===== config.mk =====
export PLATFORM = sky130hd
export DESIGN_NAME = cia_front
export DESIGN_NICKNAME = d
export VERILOG_FILES = /design/src/rtl/cia_pkg.sv /design/src/rtl/cia_front.sv
export SDC_FILE = /design/constraint.sdc
export NUM_CORES = 2
export LEC_CHECK = 0
export BUFFER_PORTS_ARGS = -buffer_cell sky130_fd_sc_hd__buf_2
export CORE_UTILIZATION = 45
export DETAILED_ROUTE_END_ITERATION = 12
export GPL_TIMING_DRIVEN = 0
export SYNTH_ARGS = -nofsm -noshare
export SYNTH_HDL_FRONTEND = slang
export SYNTH_SLANG_ARGS = --single-unit

===== constraint.sdc =====
create_clock -name aclk -period 7.1 [get_ports aclk]
set_input_delay 0.355 -clock aclk [delete_from_list [all_inputs] [get_ports aclk]]
set_output_delay 0.355 -clock aclk [all_outputs]
set_load 0.05 [all_outputs]

===== src/rtl/cia_pkg.sv =====
// shared types and constants for the complex integer alu pipeline
// no dependencies
`default_nettype none
package cia_pkg;

    localparam int RESULT_WIDTH = 32;

    typedef enum logic [1:0] {
        OP_ADD = 2'd0,
        OP_SUB = 2'd1,
        OP_MUL = 2'd2,
        OP_DIV = 2'd3
    } op_t;

    localparam logic [RESULT_WIDTH-1:0] RES_MAX = 32'h7fff_ffff;
    localparam logic [RESULT_WIDTH-1:0] RES_MIN = 32'h8000_0000;

    // sign and status flags that ride along with a beat
    typedef struct packed {
        logic neg_re;
        logic neg_im;
        logic dbz;
    } ctl_t;

endpackage
`default_nettype wire


===== src/rtl/cia_front.sv =====
// front stages: operand capture, products, sums and divisor setup
// depends on cia_pkg
`default_nettype none
module cia_front #(
    parameter int W  = 16,
    parameter int NB = 2 * W
) (
    input  wire logic          aclk,
    input  wire logic          aresetn,
    input  wire logic          in_valid,
    output logic               in_ready,
    input  wire logic [1:0]    in_op,
    input  wire logic [W-1:0]  in_a,
    input  wire logic [W-1:0]  in_b,
    input  wire logic [W-1:0]  in_c,
    input  wire logic [W-1:0]  in_d,
    output logic               out_valid,
    input  wire logic          out_ready,
    output logic [NB-1:0]      out_mag_re,
    output logic [NB-1:0]      out_mag_im,
    output logic [NB-1:0]      out_den,
    output cia_pkg::ctl_t      out_ctl
);
    import cia_pkg::*;

    localparam int PW = 2 * W;
    localparam int SW = 2 * W + 2;

    // stage a: operands
    logic                 va_reg;
    op_t                  opa_reg;
    logic signed [W-1:0]  a_reg, b_reg, c_reg, d_reg;
    // stage b: products
    logic                 vb_reg;
    op_t                  opb_reg;
    logic signed [W-1:0]  ab_reg, bb_reg, cb_reg, db_reg;
    logic signed [PW-1:0] ac_reg, bd_reg, ad_reg, bc_reg, cc_reg, dd_reg;
    // stage c: magnitudes and divisor
    logic                 vc_reg;
    logic [NB-1:0]        mre_reg, mim_reg, den_reg;
    ctl_t                 ctl_reg;

    logic en_a, en_b, en_c;
    assign en_c = !vc_reg || out_ready;
    assign en_b = !vb_reg || en_c;
    assign en_a = !va_reg || en_b;
    assign in_ready = en_a;

    logic signed [SW-1:0] re_sum, im_sum, m_sum;
    logic                 is_div, dbz;

    always_comb begin
        is_div = (opb_reg == OP_DIV);
        m_sum  = SW'(cc_reg) + SW'(dd_reg);
        unique case (opb_reg)
            OP_ADD: begin
                re_sum = SW'(ab_reg) + SW'(cb_reg);
                im_sum = SW'(bb_reg) + SW'(db_reg);
            end
            OP_SUB: begin
                re_sum = SW'(ab_reg) - SW'(cb_reg);
                im_sum = SW'(bb_reg) - SW'(db_reg);
            end
            OP_MUL: begin
                re_sum = SW'(ac_reg) - SW'(bd_reg);
                im_sum = SW'(ad_reg) + SW'(bc_reg);
            end
            default: begin
                re_sum = SW'(ac_reg) + SW'(bd_reg);
                im_sum = SW'(bc_reg) - SW'(ad_reg);
            end
        endcase
        dbz = is_div && (m_sum == '0);
    end

    logic signed [SW-1:0] re_abs, im_abs;
    assign re_abs = re_sum[SW-1] ? -re_sum : re_sum;
    assign im_abs = im_sum[SW-1] ? -im_sum : im_sum;

    always_ff @(posedge aclk) begin
        if (!aresetn) begin
            va_reg <= 1'b0;
            vb_reg <= 1'b0;
            vc_reg <= 1'b0;
        end else begin
            if (en_a) va_reg <= in_valid;
            if (en_b) vb_reg <= va_reg;
            if (en_c) vc_reg <= vb_reg;
        end
        if (en_a) begin
            opa_reg <= op_t'(in_op);
            a_reg   <= in_a;
            b_reg   <= in_b;
            c_reg   <= in_c;
            d_reg   <= in_d;
        end
        if (en_b) begin
            opb_reg <= opa_reg;
            ab_reg  <= a_reg;
            bb_reg  <= b_reg;
            cb_reg  <= c_reg;
            db_reg  <= d_reg;
            ac_reg  <= a_reg * c_reg;
            bd_reg  <= b_reg * d_reg;
            ad_reg  <= a_reg * d_reg;
            bc_reg  <= b_reg * c_reg;
            cc_reg  <= c_reg * c_reg;
            dd_reg  <= d_reg * d_reg;
        end
        if (en_c) begin
            // non-divide beats divide by one so they share the divider path
            if (dbz) begin
                mre_reg <= '0;
                mim_reg <= '0;
                den_reg <= NB'(1);
            end else begin
                mre_reg <= re_abs[NB-1:0];
                mim_reg <= im_abs[NB-1:0];
                den_reg <= is_div ? m_sum[NB-1:0] : NB'(1);
            end
            ctl_reg.neg_re <= re_sum[SW-1] && !dbz;
            ctl_reg.neg_im <= im_sum[SW-1] && !dbz;
            ctl_reg.dbz    <= dbz;
        end
    end

    assign out_valid  = vc_reg;
    assign out_mag_re = mre_reg;
    assign out_mag_im = mim_reg;
    assign out_den    = den_reg;
    assign out_ctl    = ctl_reg;

endmodule
`default_nettype wire


==> impl_metrics.csv <==
group,metric,value,unit
sta,holdWs,0.1311,ns
sta,worst_slack,-0.2550,ns
global_routing,grt_overflow,0,
yosys,synth_nets,10860,
setup_path,cp_max_fo,10,
global_routing,grt_antenna_before_repair,28,
yosys,yosysWarnings,0,
sta,finalMaxSlewViolations,0,
placed_design,place_inst,11140,
placed_design,place_congestion,1.009,
yosys,yosys.area.top_type_share,37.10,%
route,drt_iter0_drc,5517,
clock_network,clock-sinks,422,
route,wire_per_inst,26.04,µm
job,maxCapViolCount,0,
global_routing,grt_pass1_vias,65020,
clock_network,clk_latency,0.74,ns
setup_path,start_kind,"flip-flop",
placed_design,post_dp_cell_area,86120,µm²
route,postRouteAntennaNets,0,
route,vias,63210,
yosys,synthArstFlopShare,0,%
layout,fin_nets,11350,
setup_path,worstPathCellList,"buf_12 -> inv_2 -> buf_2 -> nor2_1 -> fa_1 -> fa_1 -> fa_1 -> fa_1 -> fa_1 -> inv_1 -> fa_1 -> inv_1 -> ha_4 -> and3_4 -> nand3_1 -> a31oi_1 -> a211o_1 -> a221o_1 -> a21oi_2 -> o22ai_2 -> or4_4 -> a31o_4 -> a21oi_4 -> xnor2_4",
setup_path,cp_slowest_cell,"fa_1",
layout,stdcell_area,93280,µm²
setup_path,crit_type,"reg2reg",
global_routing,grt_pass1_wl,439.6,mm
floorplanning,die_h,429.1,µm
floorplanning,row_count,156,
layout,syn_to_final_growth,13.64,%
hold_path,hp-class,"in2reg",
placed_design,dp_hpwl,243.8,mm
setup_path,cp_top_family,"adder cells",
setup_path,r2r-end,"ad_reg[31]$_DFFE_PP_",
sta,skew,0.04435,ns
yosys,synth_edf_count,419,
yosys,synth.distinct_cells,107,
clock_network,cts_tree,"built",
hold_path,hp-start,"out_ready",
clock_network,clk_pin_slew,0.06,ns
hold_path,min_path_cells,3,
sta,rsz0062_at_grt,"true",
yosys,synth-seq-cells,422,
setup_path,endpoint_kind,"flip-flop",
setup_path,crit_path_frequent_cell,"fa_1",
setup_path,worst-path-buf-inv,5,
placed_design,pre_cts_slack,-2.469,ns
floorplanning,initial_core_util,45.36,%
route,viasPerCell,5.484,
status,outcome,"complete, but fails checks",
yosys,synth_commonest_cells,"1893 x inv_1, 1521 x fa_1, 798 x nand2_1, 672 x ha_1, 588 x and2_1",
clock_network,cts_buffers,55,
clock_network,cts_max_level,2,
global_routing,grt_usage,32.97,%
setup_path,r2r_slack,-0.26,ns
floorplanning,core,180900,µm²
floorplanning,die_w,429.1,µm
sta,max_freq,0.1360,GHz
route,wirelength,300.1,mm
sta,finalSetupViolCount,2,
yosys,yosysMostFrequentCell,"inv_1",
global_routing,grt_max_degree,72,
yosys,ys.flop_type,"edfxtp_1",
floorplanning,dieArea,184100,µm²
setup_path,critical_path_arrival,7.78,ns
setup_path,rr_worst_depth,24,
yosys,postSynthAreaPerCell,9.551,µm²
clock_network,cts_buffer_depth,3,
floorplanning,io_pins,171,
yosys,synth_top_cell_by_area,"fa_1",
route,firstDrtPassIters,9,
layout,drive_above_1_share,11.19,%
hold_path,min_to,"out_valid$_SDFFE_PN0P_",
status,violations,"setup timing",
sta,maxSlewHeadroom,28.04,%
sta,finalCritPeriodShare,103.6,%
yosys,synth_seq_area_share,15.40,%
placed_design,portBuffers,170,
yosys,netlist_instances,8594,
sta,hold_violations,0,
layout,layout.cells.non_filler,11530,
setup_path,critPathMaxStageDelay,0.53,ns
yosys,ys_top_cells_by_area,"fa_1 37%, edfxtp_1 15%, ha_1 10%, inv_1 8.7%, and2_1 4.5%",
route,post-route-drc-count,0,
clock_network,root_buffer,"clkbuf_16",
sta,worst_pin_slew,1.076,ns
yosys,syn_area,82080,µm²
sta,min_period,7.355,ns
setup_path,worstPathRequired,7.53,ns
setup_path,r2r-start,"d_reg[15]$_DFFE_PP_",
## logic make-up (layout without fill, tap and decap cells)
logic type | after synthesis | count (layout) | share of synthesized area (%)
buf+inv | 2238 | 2780 | 10.30
mux | 27 | 27 | 0.3460
simple gates | 2317 | 2317 | 14.00
xor+xnor | 405 | 405 | 4.322
other cells | 0 | 19 | 0
fa+ha+maj | 2193 | 2193 | 47.34
compound gates | 992 | 992 | 8.291
flops | 422 | 422 | 15.40
## placed cells by master (no fill, tap or decap), types with 23 or more instances in the layout
cell	instances
a211oi_1	29
a21o_1	118
a21oi_1	257
a21oi_2	27
a31oi_1	35
and2_1	581
and3_1	32
buf_12	44
buf_2	210
buf_4	194
clkbuf_1	52
clkbuf_16	87
clkbuf_2	62
clkbuf_4	53
clkbuf_8	27
dlygate4sd3_1	68
edfxtp_1	419
fa_1	1496
fa_2	25
ha_1	653
inv_1	1879
nand2_1	787
nand2b_1	68
nand3_1	93
nand4_1	28
nor2_1	381
nor2b_1	51
nor3_1	105
o21a_1	43
o21ai_0	135
o21bai_1	47
o31ai_1	23
or3_1	35
xnor2_1	264
xor2_1	124
## final cells by class
class | instances | area [µm²]
antenna | 19 | 47.55
buffer | 312 | 2730
clock buffer | 64 | 1431
clock inverter | 39 | 331.6
fill | 16600 | 87660
inverter | 1899 | 7146
multi-input combinational | 5934 | 62050
sequential | 422 | 12640
tap | 2370 | 2965
timing repair buffer | 466 | 3936
## worst max-delay path by stage
stage / startpoint / endpoint / cells after the start
floorplan: out_valid$_SDFFE_PN0P_ / ab_reg[0]$_DFFE_PP_ / 2
global placement: out_ready / ac_reg[20]$_DFFE_PP_ / 3
detailed placement: c_reg[3]$_DFFE_PP_ / cc_reg[30]$_DFFE_PP_ / 23
CTS: d_reg[11]$_DFFE_PP_ / ad_reg[31]$_DFFE_PP_ / 26
global route: a_reg[4]$_DFFE_PP_ / ad_reg[31]$_DFFE_PP_ / 27
finish: d_reg[15]$_DFFE_PP_ / ad_reg[31]$_DFFE_PP_ / 24
## per-stage QoR
stage | utilization, % | TNS, ns
finish | 51.55 | -0.2585
global route | 51.54 | -0.7496
CTS | 51.14 | -0.2590
detailed placement | 47.60 | -181.92
global placement | 47.47 | -949.53
floorplan | - | 0
## worst min-delay path, stage by stage
cell and delay [ns]:
buf_2 0.08, nor2b_1 0.14, o21a_1 0.22
## routing by layer
layer | global-route usage [%] | share of wire (%) | vias to the layer above
met5 | 0.5464 | 0.0043 | -
li1 | - | - | 27820
met2 | 50.14 | 44 | 2784
met3 | 7.248 | 8.9 | 701
met1 | 42.88 | 40 | 31900
met4 | 20.21 | 7.5 | 2
## what timing repair did
item                       4_1_cts  5_1_grt
setup buffers                  183       37
gates resized for setup        630      214
pin swaps                       60       89
hold buffers                    68        0
setup endpoints to repair      179       85
hold endpoints to repair        69        0
Power is left out: the tool's default activity adds up to more than one toggle a clock period on the data nets, which glitch-free logic cannot reach.
