## config.mk

```make
export PLATFORM = sky130hd
export DESIGN_NAME = cia_div_stage
export DESIGN_NICKNAME = d
export VERILOG_FILES = /design/src/rtl/cia_pkg.sv /design/src/rtl/cia_div_stage.sv
export SDC_FILE = /design/constraint.sdc
export NUM_CORES = 1
export LEC_CHECK = 0
export BUFFER_PORTS_ARGS = -buffer_cell sky130_fd_sc_hd__buf_2
export CAP_MARGIN = 20
export CORE_UTILIZATION = 51
export DETAILED_ROUTE_END_ITERATION = 12
export HOLD_SLACK_MARGIN = 0.03
export PLACE_DENSITY_LB_ADDON = 0.12
export SLEW_MARGIN = 20
export SYNTH_ARGS = -nofsm -noshare
export SYNTH_HDL_FRONTEND = slang
export SYNTH_SLANG_ARGS = --single-unit
```

## constraint.sdc

```tcl
create_clock -name aclk -period 5.73 [get_ports aclk]
set_clock_uncertainty 0.05 [all_clocks]
set_input_delay 0.2865 -clock aclk [delete_from_list [all_inputs] [get_ports aclk]]
set_output_delay 0.2865 -clock aclk [all_outputs]
set_load 0.02 [all_outputs]
```

## src/rtl/cia_pkg.sv

```systemverilog
// shared types and constants for the complex integer alu pipeline
// no dependencies
`default_nettype none
package cia_pkg;

    localparam int RESULT_WIDTH = 32;

    typedef enum logic [1:0] {
        OP_ADD = 2'd0,
        OP_SUB = 2'd1,
        OP_MUL = 2'd2,
        OP_DIV = 2'd3
    } op_t;

    localparam logic [RESULT_WIDTH-1:0] RES_MAX = 32'h7fff_ffff;
    localparam logic [RESULT_WIDTH-1:0] RES_MIN = 32'h8000_0000;

    // sign and status flags that ride along with a beat
    typedef struct packed {
        logic neg_re;
        logic neg_im;
        logic dbz;
    } ctl_t;

endpackage
`default_nettype wire

```

## src/rtl/cia_div_stage.sv

```systemverilog
// one quotient bit of the pipelined restoring divider, real and imag lanes
// depends on cia_pkg
`default_nettype none
module cia_div_stage #(
    parameter int NB = 32
) (
    input  wire logic          aclk,
    input  wire logic          aresetn,
    input  wire logic          in_valid,
    output logic               in_ready,
    input  wire logic [NB-1:0] in_rem_re,
    input  wire logic [NB-1:0] in_quo_re,
    input  wire logic [NB-1:0] in_rem_im,
    input  wire logic [NB-1:0] in_quo_im,
    input  wire logic [NB-1:0] in_den,
    input  wire cia_pkg::ctl_t in_ctl,
    output logic               out_valid,
    input  wire logic          out_ready,
    output logic [NB-1:0]      out_rem_re,
    output logic [NB-1:0]      out_quo_re,
    output logic [NB-1:0]      out_rem_im,
    output logic [NB-1:0]      out_quo_im,
    output logic [NB-1:0]      out_den,
    output cia_pkg::ctl_t      out_ctl
);
    import cia_pkg::*;

    logic          v_reg;
    logic [NB-1:0] rre_reg, qre_reg, rim_reg, qim_reg, den_reg;
    ctl_t          ctl_reg;

    logic en;
    assign en = !v_reg || out_ready;
    assign in_ready = en;

    logic [NB:0] sh_re, sh_im, dext;
    logic        ge_re, ge_im;
    logic [NB:0] nr_re, nr_im;

    always_comb begin
        dext  = {1'b0, in_den};
        sh_re = {in_rem_re, in_quo_re[NB-1]};
        sh_im = {in_rem_im, in_quo_im[NB-1]};
        ge_re = sh_re >= dext;
        ge_im = sh_im >= dext;
        nr_re = ge_re ? sh_re - dext : sh_re;
        nr_im = ge_im ? sh_im - dext : sh_im;
    end

    always_ff @(posedge aclk) begin
        if (!aresetn) begin
            v_reg <= 1'b0;
        end else if (en) begin
            v_reg <= in_valid;
        end
        if (en) begin
            rre_reg <= nr_re[NB-1:0];
            rim_reg <= nr_im[NB-1:0];
            qre_reg <= {in_quo_re[NB-2:0], ge_re};
            qim_reg <= {in_quo_im[NB-2:0], ge_im};
            den_reg <= in_den;
            ctl_reg <= in_ctl;
        end
    end

    assign out_valid  = v_reg;
    assign out_rem_re = rre_reg;
    assign out_quo_re = qre_reg;
    assign out_rem_im = rim_reg;
    assign out_quo_im = qim_reg;
    assign out_den    = den_reg;
    assign out_ctl    = ctl_reg;

endmodule
`default_nettype wire

```

==> impl_metrics.json, run 1 <==
{
  "hold_violations": 0,
  "overflow": 0,
  "die_h_um": 136,
  "hold_class": "in -> reg",
  "gp_congestion": 0.926,
  "track_usage_pct": 29.4,
  "yosysUniqueCellTypes": 66,
  "hpwl_mm": 20.1,
  "vias_per_cell": 5.45,
  "vias": 8020,
  "placementRows": 48,
  "start_util_pct": 52.6,
  "insertion_delay_ns": 0.42,
  "ios": 332,
  "hold_buffers": 95,
  "fill_cells": 1297,
  "swShare_pct": 30.4,
  "yosys.area.top_type_share_pct": 53.4,
  "critPathMaxStageDelay_ns": 0.53,
  "synth_seq_area_share_pct": 53.7,
  "worst_pin_slew_ns": 0.939,
  "routed_wl_mm": 27.4,
  "fmax_mhz": 262,
  "critPathLaunchType": "input pin",
  "power.combinational.fraction_pct": 26.8,
  "netlist_area_um2": 9160,
  "clkPwrFrac_pct": 33.4,
  "antenna_found_initial": 3,
  "rsz0062_at_grt": "no",
  "cap_violations": 0,
  "clk_pin_slew_ns": 0.06,
  "period_share_pct": 66.6,
  "drv_slew": 0,
  "dieArea_um2": 18500,
  "cp_max_fo": 50,
  "portBuffers": 331,
  "syn-mean-instance-area_um2": 11.4,
  "min_period_ns": 3.82,
  "synth_edf_count": 163,
  "cp.required_ns": 5.83,
  "first_pass_iters": 5,
  "p_sw_mw": 1.18,
  "slowest_stage": "dlygate4sd3_1",
  "grt_pass1_vias": 7763,
  "vdd_drop_max_v": 0.000220,
  "setup_viol": 0,
  "grt_pass1_wl_mm": 40.5,
  "ant_nets": 0,
  "final_nets": 1463,
  "dpl_cell_area_um2": 11000,
  "dp.cells": 1341,
  "die_w_um": 136,
  "htreeDepth": 4,
  "syn_nets": 1038,
  "worstPathCellList": "dlygate4sd3_1 > buf_2 > inv_1 > ha_1 > a21oi_1 > o211ai_1 > and3_1 > o31a_1 > o31ai_2 > o31ai_1 > nand2_1 > buf_4 > o21ai_0",
  "synth-seq-cells": 164,
  "stdcell_count": 1471,
  "seq_power_share_pct": 39.8,
  "syn2layout_area_growth_pct": 38.0,
  "fin_area_um2": 12600,
  "synth_cells": 805,
  "ys_top_cells_by_area": "edfxtp_1, ha_1, a21oi_1",
  "clock_sinks": 164,
  "status": "complete, no violations",
  "cts_tree": "yes",
  "timing.slew.headroom_pct": 37.2,
  "cp-end-kind": "register",
  "drt-initial-drc-count": 430,
  "clock-root-buffer": "clkbuf_16",
  "synthFlopType": "edfxtp_1",
  "crit_arrival_ns": 3.92,
  "cellPowerDensity_nw_per_um2": 307,
  "p_int_mw": 2.70,
  "clockBufferDepth": 2,
  "cts_made_buffers": 17,
  "layout_setup_ws_ns": 1.91,
  "drive_gt1_share_pct": 32.0,
  "pre_cts_slack_ns": 1.97,
  "synth_warnings": 0,
  "cts_setup_buffers": 0,
  "yosysTopAreaCell": "edfxtp_1",
  "tns_ns": 0,
  "async_reset_ff_share_pct": 0,
  "wl_per_cell_um": 18.7,
  "crit_type": "in -> reg",
  "coreArea_um2": 17400,
  "cts-resized-gates": 0,
  "leakagePower_nw": 5.75,
  "drc_errors": 0,
  "grt_max_degree": 105
}
## power by group through the flow
stage	Combinational [mW]	Sequential (mW)	Clock (mW)
after floorplan	0.445	1.78	0
after global placement	0.963	1.56	0
after detailed placement	0.975	1.56	0
final	1.04	1.54	1.29
after global routing	1.12	1.56	1.35
after CTS	1.03	1.54	1.31
## through the flow
stage / power [mW] / hold WS [ns] / utilization [%]
6_report: 3.88 / 0.0756 / 72.6
5_1_grt: 4.03 / 0.0655 / 72.6
4_1_cts: 3.88 / 0.0563 / 72.5
2_1_floorplan: 2.22 / 0.335 / -
3_3_place_gp: 2.53 / 0.413 / 63.2
3_5_place_dp: 2.54 / 0.415 / 63.2
## Yosys cell counts (8+ instances only)
library cell and number:
o21ai_0 51, nand3_1 18, nand4_1 11, mux2_2 11
o21a_1 11, edfxtp_1 163, buf_2 8, o31ai_1 8
nand2_1 68, a31oi_1 10, ha_1 64, xnor2_1 33
o21bai_1 9, a21o_1 34, inv_1 53, clkbuf_1 9
a21oi_1 67, xor2_1 18, o211ai_1 8, nor2_1 51
## kinds of logic after synthesis
family | count (synthesis) | share of synthesized area (%)
xor gates and xnor gates | 51 | 4.88
buffers and inverters | 77 | 3.59
muxes | 13 | 1.63
AOI/OAI and AO/OA | 238 | 17.0
DFF | 164 | 53.7
and+or+nand+nor | 196 | 10.1
adders and majority gates | 66 | 9.18
## cells in the final DEF (no fill, tap or decap), types with 6 or more instances in the layout
cell type	synthesis	layout
nor2_1	51	51
edfxtp_1	163	163
nand3_1	18	18
mux2_2	11	11
xor2_1	18	18
clkbuf_16	0	17
dlygate4sd3_1	0	95
ha_1	64	64
o21a_1	11	11
a31oi_1	10	10
o211ai_1	8	8
a21oi_1	67	67
nand4_1	11	11
buf_2	8	331
o21bai_1	9	9
o31ai_1	8	8
xnor2_1	33	33
o21ai_0	51	51
nand2_1	68	68
nor2b_1	6	6
a21o_1	34	34
a211oi_1	7	7
inv_1	53	53
nor3_1	6	6
and3_1	7	7
## final timing paths
kind / end / depth (start not counted) / slack (ns) / startpoint
max reg2reg: out_quo_re[10] / 2 / 3.75 / out_valid
min: out_den[0] / 1 / 0.08 / in_den[0]
max: out_rem_im[3] / 13 / 1.91 / in_den[10]
min reg2reg: out_quo_re[1] / 1 / 1.13 / out_valid
## sequential cells by signal, indices dropped and copies added, names as in the netlist
name and flops:
out_ctl 3, out_den 32, out_quo_im 32, out_quo_re 32
out_rem_im 32, out_rem_re 32, out_valid 1
## critical path: cells and delay by family
| kind | cells | cell delay [ns] |
|---|---|---|
| adders and majority gates | 1 | 0.32 |
| AOI/OAI and AO/OA | 6 | 1.49 |
| buffers and inverters | 4 | 1.24 |
| and+or+nand+nor | 2 | 0.56 |
## metal layers
layer / vias to the layer above / GRT usage [%] / wire [um] / part of all wire [%]
met1: 3726 / 36.0 / 11200 / 41
met3: 54 / 4.77 / 1870 / 6.8
li1: 3877 / - / - / -
met4: 0 / 13.6 / 953 / 3.5
met5: - / 0 / 0 / 0
met2: 363 / 50.5 / 13500 / 49
## area by class of cell
type | count | area [um2] | share of cell area, %
Sequential cell | 164 | 4910 | 38.9
Multi-Input combinational cell | 564 | 3920 | 31.0
Timing Repair Buffer | 430 | 2650 | 21.0
Clock buffer | 18 | 429 | 3.40
Tap cell | 225 | 282 | 2.23
Clock inverter | 14 | 235 | 1.86
Inverter | 53 | 199 | 1.57
Antenna cell | 3 | 7.51 | 0.0594
No activity file was read; power rests on OpenSTA's default activity.
==> inputs of run 2 (changes only) <==
- CORE_UTILIZATION: 51 -> 46
- clock period: 5.73 -> 3.1 ns (I/O delays scaled with it)
==> run 2 against run 1 <==
Routed wire length up 5.0%. Sequential power increased by 85%. Sequential share of layout area down 2.2 points. Critical endpoint is now out_rem_re[25].
==> impl_metrics.json, run 2 (synthesized netlist as in run 1, its figures left out) <==
{
  "pre_cts_slack_ns": 0.0923,
  "r2r_slack_ns": 1.15,
  "setup_viol": 0,
  "cp_max_fo": 38,
  "drive_gt1_share_pct": 33.9,
  "layout_setup_ws_ns": 0.0359,
  "final_nets": 1527,
  "finalHoldWorstSlack_ns": 0.0481,
  "dpl_cell_area_um2": 11200,
  "cts_tree": "yes",
  "cap_violations": 0,
  "status": "complete, no violations",
  "dp.cells": 1397,
  "period_share_pct": 98.8,
  "antenna_found_initial": 2,
  "worst_pin_slew_ns": 0.575,
  "vdd_drop_max_v": 0.000383,
  "insertion_delay_ns": 0.42,
  "track_usage_pct": 27.6,
  "cts_setup_buffers": 0,
  "min_path_cells": 3,
  "placementRows": 51,
  "fmax_mhz": 326,
  "start_util_pct": 47.1,
  "min_from": "in_rem_im[20]",
  "die_w_um": 143,
  "busiest_layer": "met2",
  "hpwl_mm": 20.9,
  "crit_arrival_ns": 3.20,
  "met3_usage_pct": 5.73,
  "mostFrequentLayoutCells": "buf_2, edfxtp_1, dlygate4sd3_1",
  "grtUsageMet2_pct": 46.5,
  "drt-initial-drc-count": 404,
  "grtUsageMet1_pct": 33.0,
  "min_period_ns": 3.06,
  "portBuffers": 331,
  "wl_per_cell_um": 18.3,
  "die_h_um": 143,
  "hold_end": "out_rem_im[21]",
  "first_pass_iters": 5,
  "stdcell_count": 1573,
  "clock_sinks": 164,
  "layout_commonest_cell": "buf_2",
  "cp.required_ns": 3.23,
  "ant_nets": 0,
  "hold_class": "in -> reg",
  "cts_made_buffers": 17,
  "r2r-start": "out_valid",
  "drc_errors": 0,
  "vias": 8240,
  "fin_area_um2": 13400,
  "gp_congestion": 0.933,
  "r2r_cells": 4,
  "syn2layout_area_growth_pct": 46.4,
  "grt_max_degree": 65,
  "overflow": 0,
  "grt_pass1_wl_mm": 42.1,
  "cp-end-kind": "register",
  "routed_wl_mm": 28.8,
  "timing.slew.headroom_pct": 60.7,
  "crit_type": "in -> reg",
  "drv_slew": 0,
  "rsz0062_at_grt": "yes",
  "hold_violations": 0,
  "cellPowerDensity_nw_per_um2": 523,
  "clk_pin_slew_ns": 0.07,
  "ios": 332,
  "reg2reg_to": "out_valid",
  "clock-root-buffer": "clkbuf_16",
  "crit_start": "in_den[8]",
  "grt_pass1_vias": 8006,
  "htreeDepth": 4,
  "clockBufferDepth": 2,
  "coreArea_um2": 19500,
  "vias_per_cell": 5.24,
  "critPathLaunchType": "input pin",
  "dieArea_um2": 20500,
  "leakagePower_nw": 6.01,
  "fill_cells": 1521
}
run 2: cell count changes in the layout (fill, tap and decap cells not counted), sizes merged:
cell and change:
clkinv +5, bufinv -5, buf +16, dlygate4sd3 +48, diode -2
run 2: where the power goes:
group	total [mW]	internal (mW)	switching, mW
registers	2.85	2.78	0.0729
clock network	2.12	1.11	1.01
logic	2.05	0.835	1.21
run 2: final cells by class:
type	count	area (um2)	area share [%]
clock buffers	18	439	3.28
inverters	53	199	1.48
diodes	1	2.50	0.0187
flip-flops and latches	164	4910	36.7
multi-input cells	564	4070	30.4
repair buffers	494	3290	24.5
well taps	265	332	2.47
clock inverters	14	156	1.17
run 2: how the worst max path moves through the flow:
stage                endpoint  slack [ns]  cells past startpoint
2_1_floorplan       out_valid        0.09                      2
3_3_place_gp   out_rem_re[28]        0.15                     12
3_5_place_dp   out_rem_re[28]        0.09                     12
4_1_cts        out_rem_re[28]        0.02                     13
5_1_grt        out_rem_re[27]       -0.10                     12
6_report       out_rem_re[25]        0.04                     12
run 2: stage by stage:
stage | utilization (%) | setup TNS, ns | power, mW
2_1_floorplan | - | 0 | 4.10
3_3_place_gp | 57.7 | 0 | 4.73
3_5_place_dp | 57.7 | 0 | 4.74
4_1_cts | 68.1 | 0 | 7.01
5_1_grt | 68.9 | -1.06 | 7.31
6_report | 68.9 | 0 | 7.01
run 2: worst max-delay path, stage by stage:
cell,delay (ns)
dlygate4sd3_1,0.52
buf_2,0.11
inv_1,0.07
ha_2,0.38
nand2_1,0.08
or3_1,0.41
o21bai_1,0.22
a2111oi_2,0.42
nor3_2,0.12
nor2_4,0.13
buf_12,0.21
mux2_2,0.36
run 2: what timing repair did:
item / in CTS / in global routing
hold endpoints to repair: 142 / 0
endpoints found under the setup margin: 0 / 43
hold buffers: 143 / 0
resized for setup: 0 / 35
run 2: layer usage:
metal / vias to the layer above / wire (um)
met2: 339 / 13900
met4: 2 / 1350
met3: 70 / 1970
met5: - / 12
met1: 3839 / 11600
li1: 3990 / -
==> inputs of run 3 (changes only) <==
- BUFFER_PORTS_ARGS: -buffer_cell sky130_fd_sc_hd__buf_2 -> -buffer_cell sky130_fd_sc_hd__buf_4
- PLACE_DENSITY: default -> 0.78
- PLACE_DENSITY_LB_ADDON: 0.12 -> default
- SETUP_SLACK_MARGIN: default -> 0.05
==> run 3 against run 2 <==
Critical path depth rose by 1. Worst hold slack lost 0.011 ns. Sequential share of layout area down 2.2 points. First-iteration DRC count up 32%. Cell count increased by 0.32%. Largest cell class unchanged.
==> impl_metrics.json, run 3 (synthesized netlist as in run 1, its figures left out) <==
{
  "dieArea_um2": 20500,
  "wl_per_cell_um": 19.5,
  "drive_gt1_share_pct": 32.7,
  "track_usage_pct": 29.4,
  "dp.cells": 1395,
  "first_pass_iters": 8,
  "status": "complete, no violations",
  "hpwl_mm": 21.3,
  "antenna_cells": 0,
  "clk_pin_slew_ns": 0.06,
  "finalHoldWorstSlack_ns": 0.0372,
  "grt_pass1_vias": 8433,
  "ios": 332,
  "die_w_um": 143,
  "crit_arrival_ns": 3.17,
  "layout_commonest_cell": "buf_4",
  "cp_max_fo": 3,
  "htreeDepth": 4,
  "die_h_um": 143,
  "syn2layout_area_growth_pct": 55.7,
  "antenna_found_initial": 0,
  "clock_sinks": 164,
  "fmax_mhz": 328,
  "period_share_pct": 98.3,
  "min_period_ns": 3.05,
  "tns_ns": 0,
  "cp-end-kind": "register",
  "hold_class": "in -> reg",
  "vdd_drop_max_v": 0.000370,
  "cts_setup_buffers": 0,
  "vias": 8486,
  "crit_type": "in -> reg",
  "grt_pass1_wl_mm": 45.1,
  "rsz0062_at_grt": "yes",
  "worst_pin_slew_ns": 0.653,
  "cellPowerDensity_nw_per_um2": 511,
  "coreArea_um2": 19500,
  "cp.required_ns": 3.22,
  "setup_viol": 0,
  "fill_cells": 1310,
  "cap_violations": 0,
  "drv_slew": 0,
  "stdcell_count": 1578,
  "cts_made_buffers": 17,
  "hold_violations": 0,
  "placementRows": 51,
  "critPathLaunchType": "input pin",
  "ant_nets": 0,
  "gp_congestion": 0.911,
  "cts_tree": "yes",
  "timing.slew.headroom_pct": 56.5,
  "clock-root-buffer": "clkbuf_16",
  "routed_wl_mm": 30.7,
  "leakagePower_nw": 6.34,
  "insertion_delay_ns": 0.43,
  "grt_max_degree": 66,
  "drt-initial-drc-count": 533,
  "r2r_slack_ns": 1.34,
  "final_nets": 1533,
  "overflow": 0,
  "drc_errors": 0,
  "portBuffers": 331,
  "start_util_pct": 47.1,
  "vias_per_cell": 5.38,
  "mostFrequentLayoutCells": "buf_4, edfxtp_1, dlygate4sd3_1",
  "clockBufferDepth": 2
}
-- run 3: cell types whose count changed in the layout (fill, tap and decap cells not counted), sizes merged --
cell	before	now
diode	1	0
dlygate4sd3	143	150
buf	351	349
clkinv	5	8
inv	61	60
clkinvlp	1	0
-- run 3: critical path: stages --
cell and delay [ns]:
dlygate4sd3_1 0.53, buf_4 0.15, inv_1 0.14, ha_1 0.27, a21o_1 0.18, a21o_1 0.18
a221oi_2 0.28, nor2_2 0.08, o311ai_4 0.33, a31oi_2 0.18, a221oi_2 0.32, xnor2_1 0.11
mux2_4 0.27
-- run 3: final timing paths --
check / end / cells past startpoint / start
max: out_rem_re[28] / 13 / in_den[13]
min reg2reg: out_quo_re[5] / 1 / out_valid
max reg2reg: out_valid / 3 / out_valid
min: out_rem_re[10] / 3 / in_rem_re[9]
-- run 3: routing by layer --
layer	wire, um	vias to the layer above	global-route usage [%]
met5	0	-	0
met4	1380	0	15.6
met3	1870	83	4.19
met2	15400	373	51.7
met1	12100	4031	34.6
li1	-	3999	-
-- run 3: final cells by class --
type / count / area [um2] / share of cell area (%)
sequential: 164 / 4910 / 34.5
timing repair buffer: 500 / 4210 / 29.5
multi-input combinational: 564 / 4020 / 28.2
clock buffer: 17 / 425 / 2.98
tap: 265 / 332 / 2.33
inverter: 53 / 199 / 1.40
clock inverter: 15 / 161 / 1.13
-- run 3: report_power, final --
part	leakage (nW)	internal, mW	switching (mW)
Clock	0.288	1.08	1.03
Sequential	1.70	2.78	0.0886
Combinational	4.35	1.05	1.25
Total	6.34	4.91	2.37
-- run 3: metrics by stage --
stage	worst slack (ns)	total power [mW]	instance area (um2)	util [%]
final	0.0512	7.28	14300	73.3
after global routing	-0.0187	7.54	14300	73.3
after CTS	0.0574	7.23	14100	72.6
after detailed placement	0.0522	4.97	12000	61.9
after global placement	0.105	4.95	12000	61.9
after floorplan	0.0941	4.10	9160	-
-- run 3: timing repair --
action                     4_1_cts  5_1_grt
hold endpoints to repair       149        0
hold buffers                   150        0
resized for setup                0       22
setup endpoints to repair        0       48
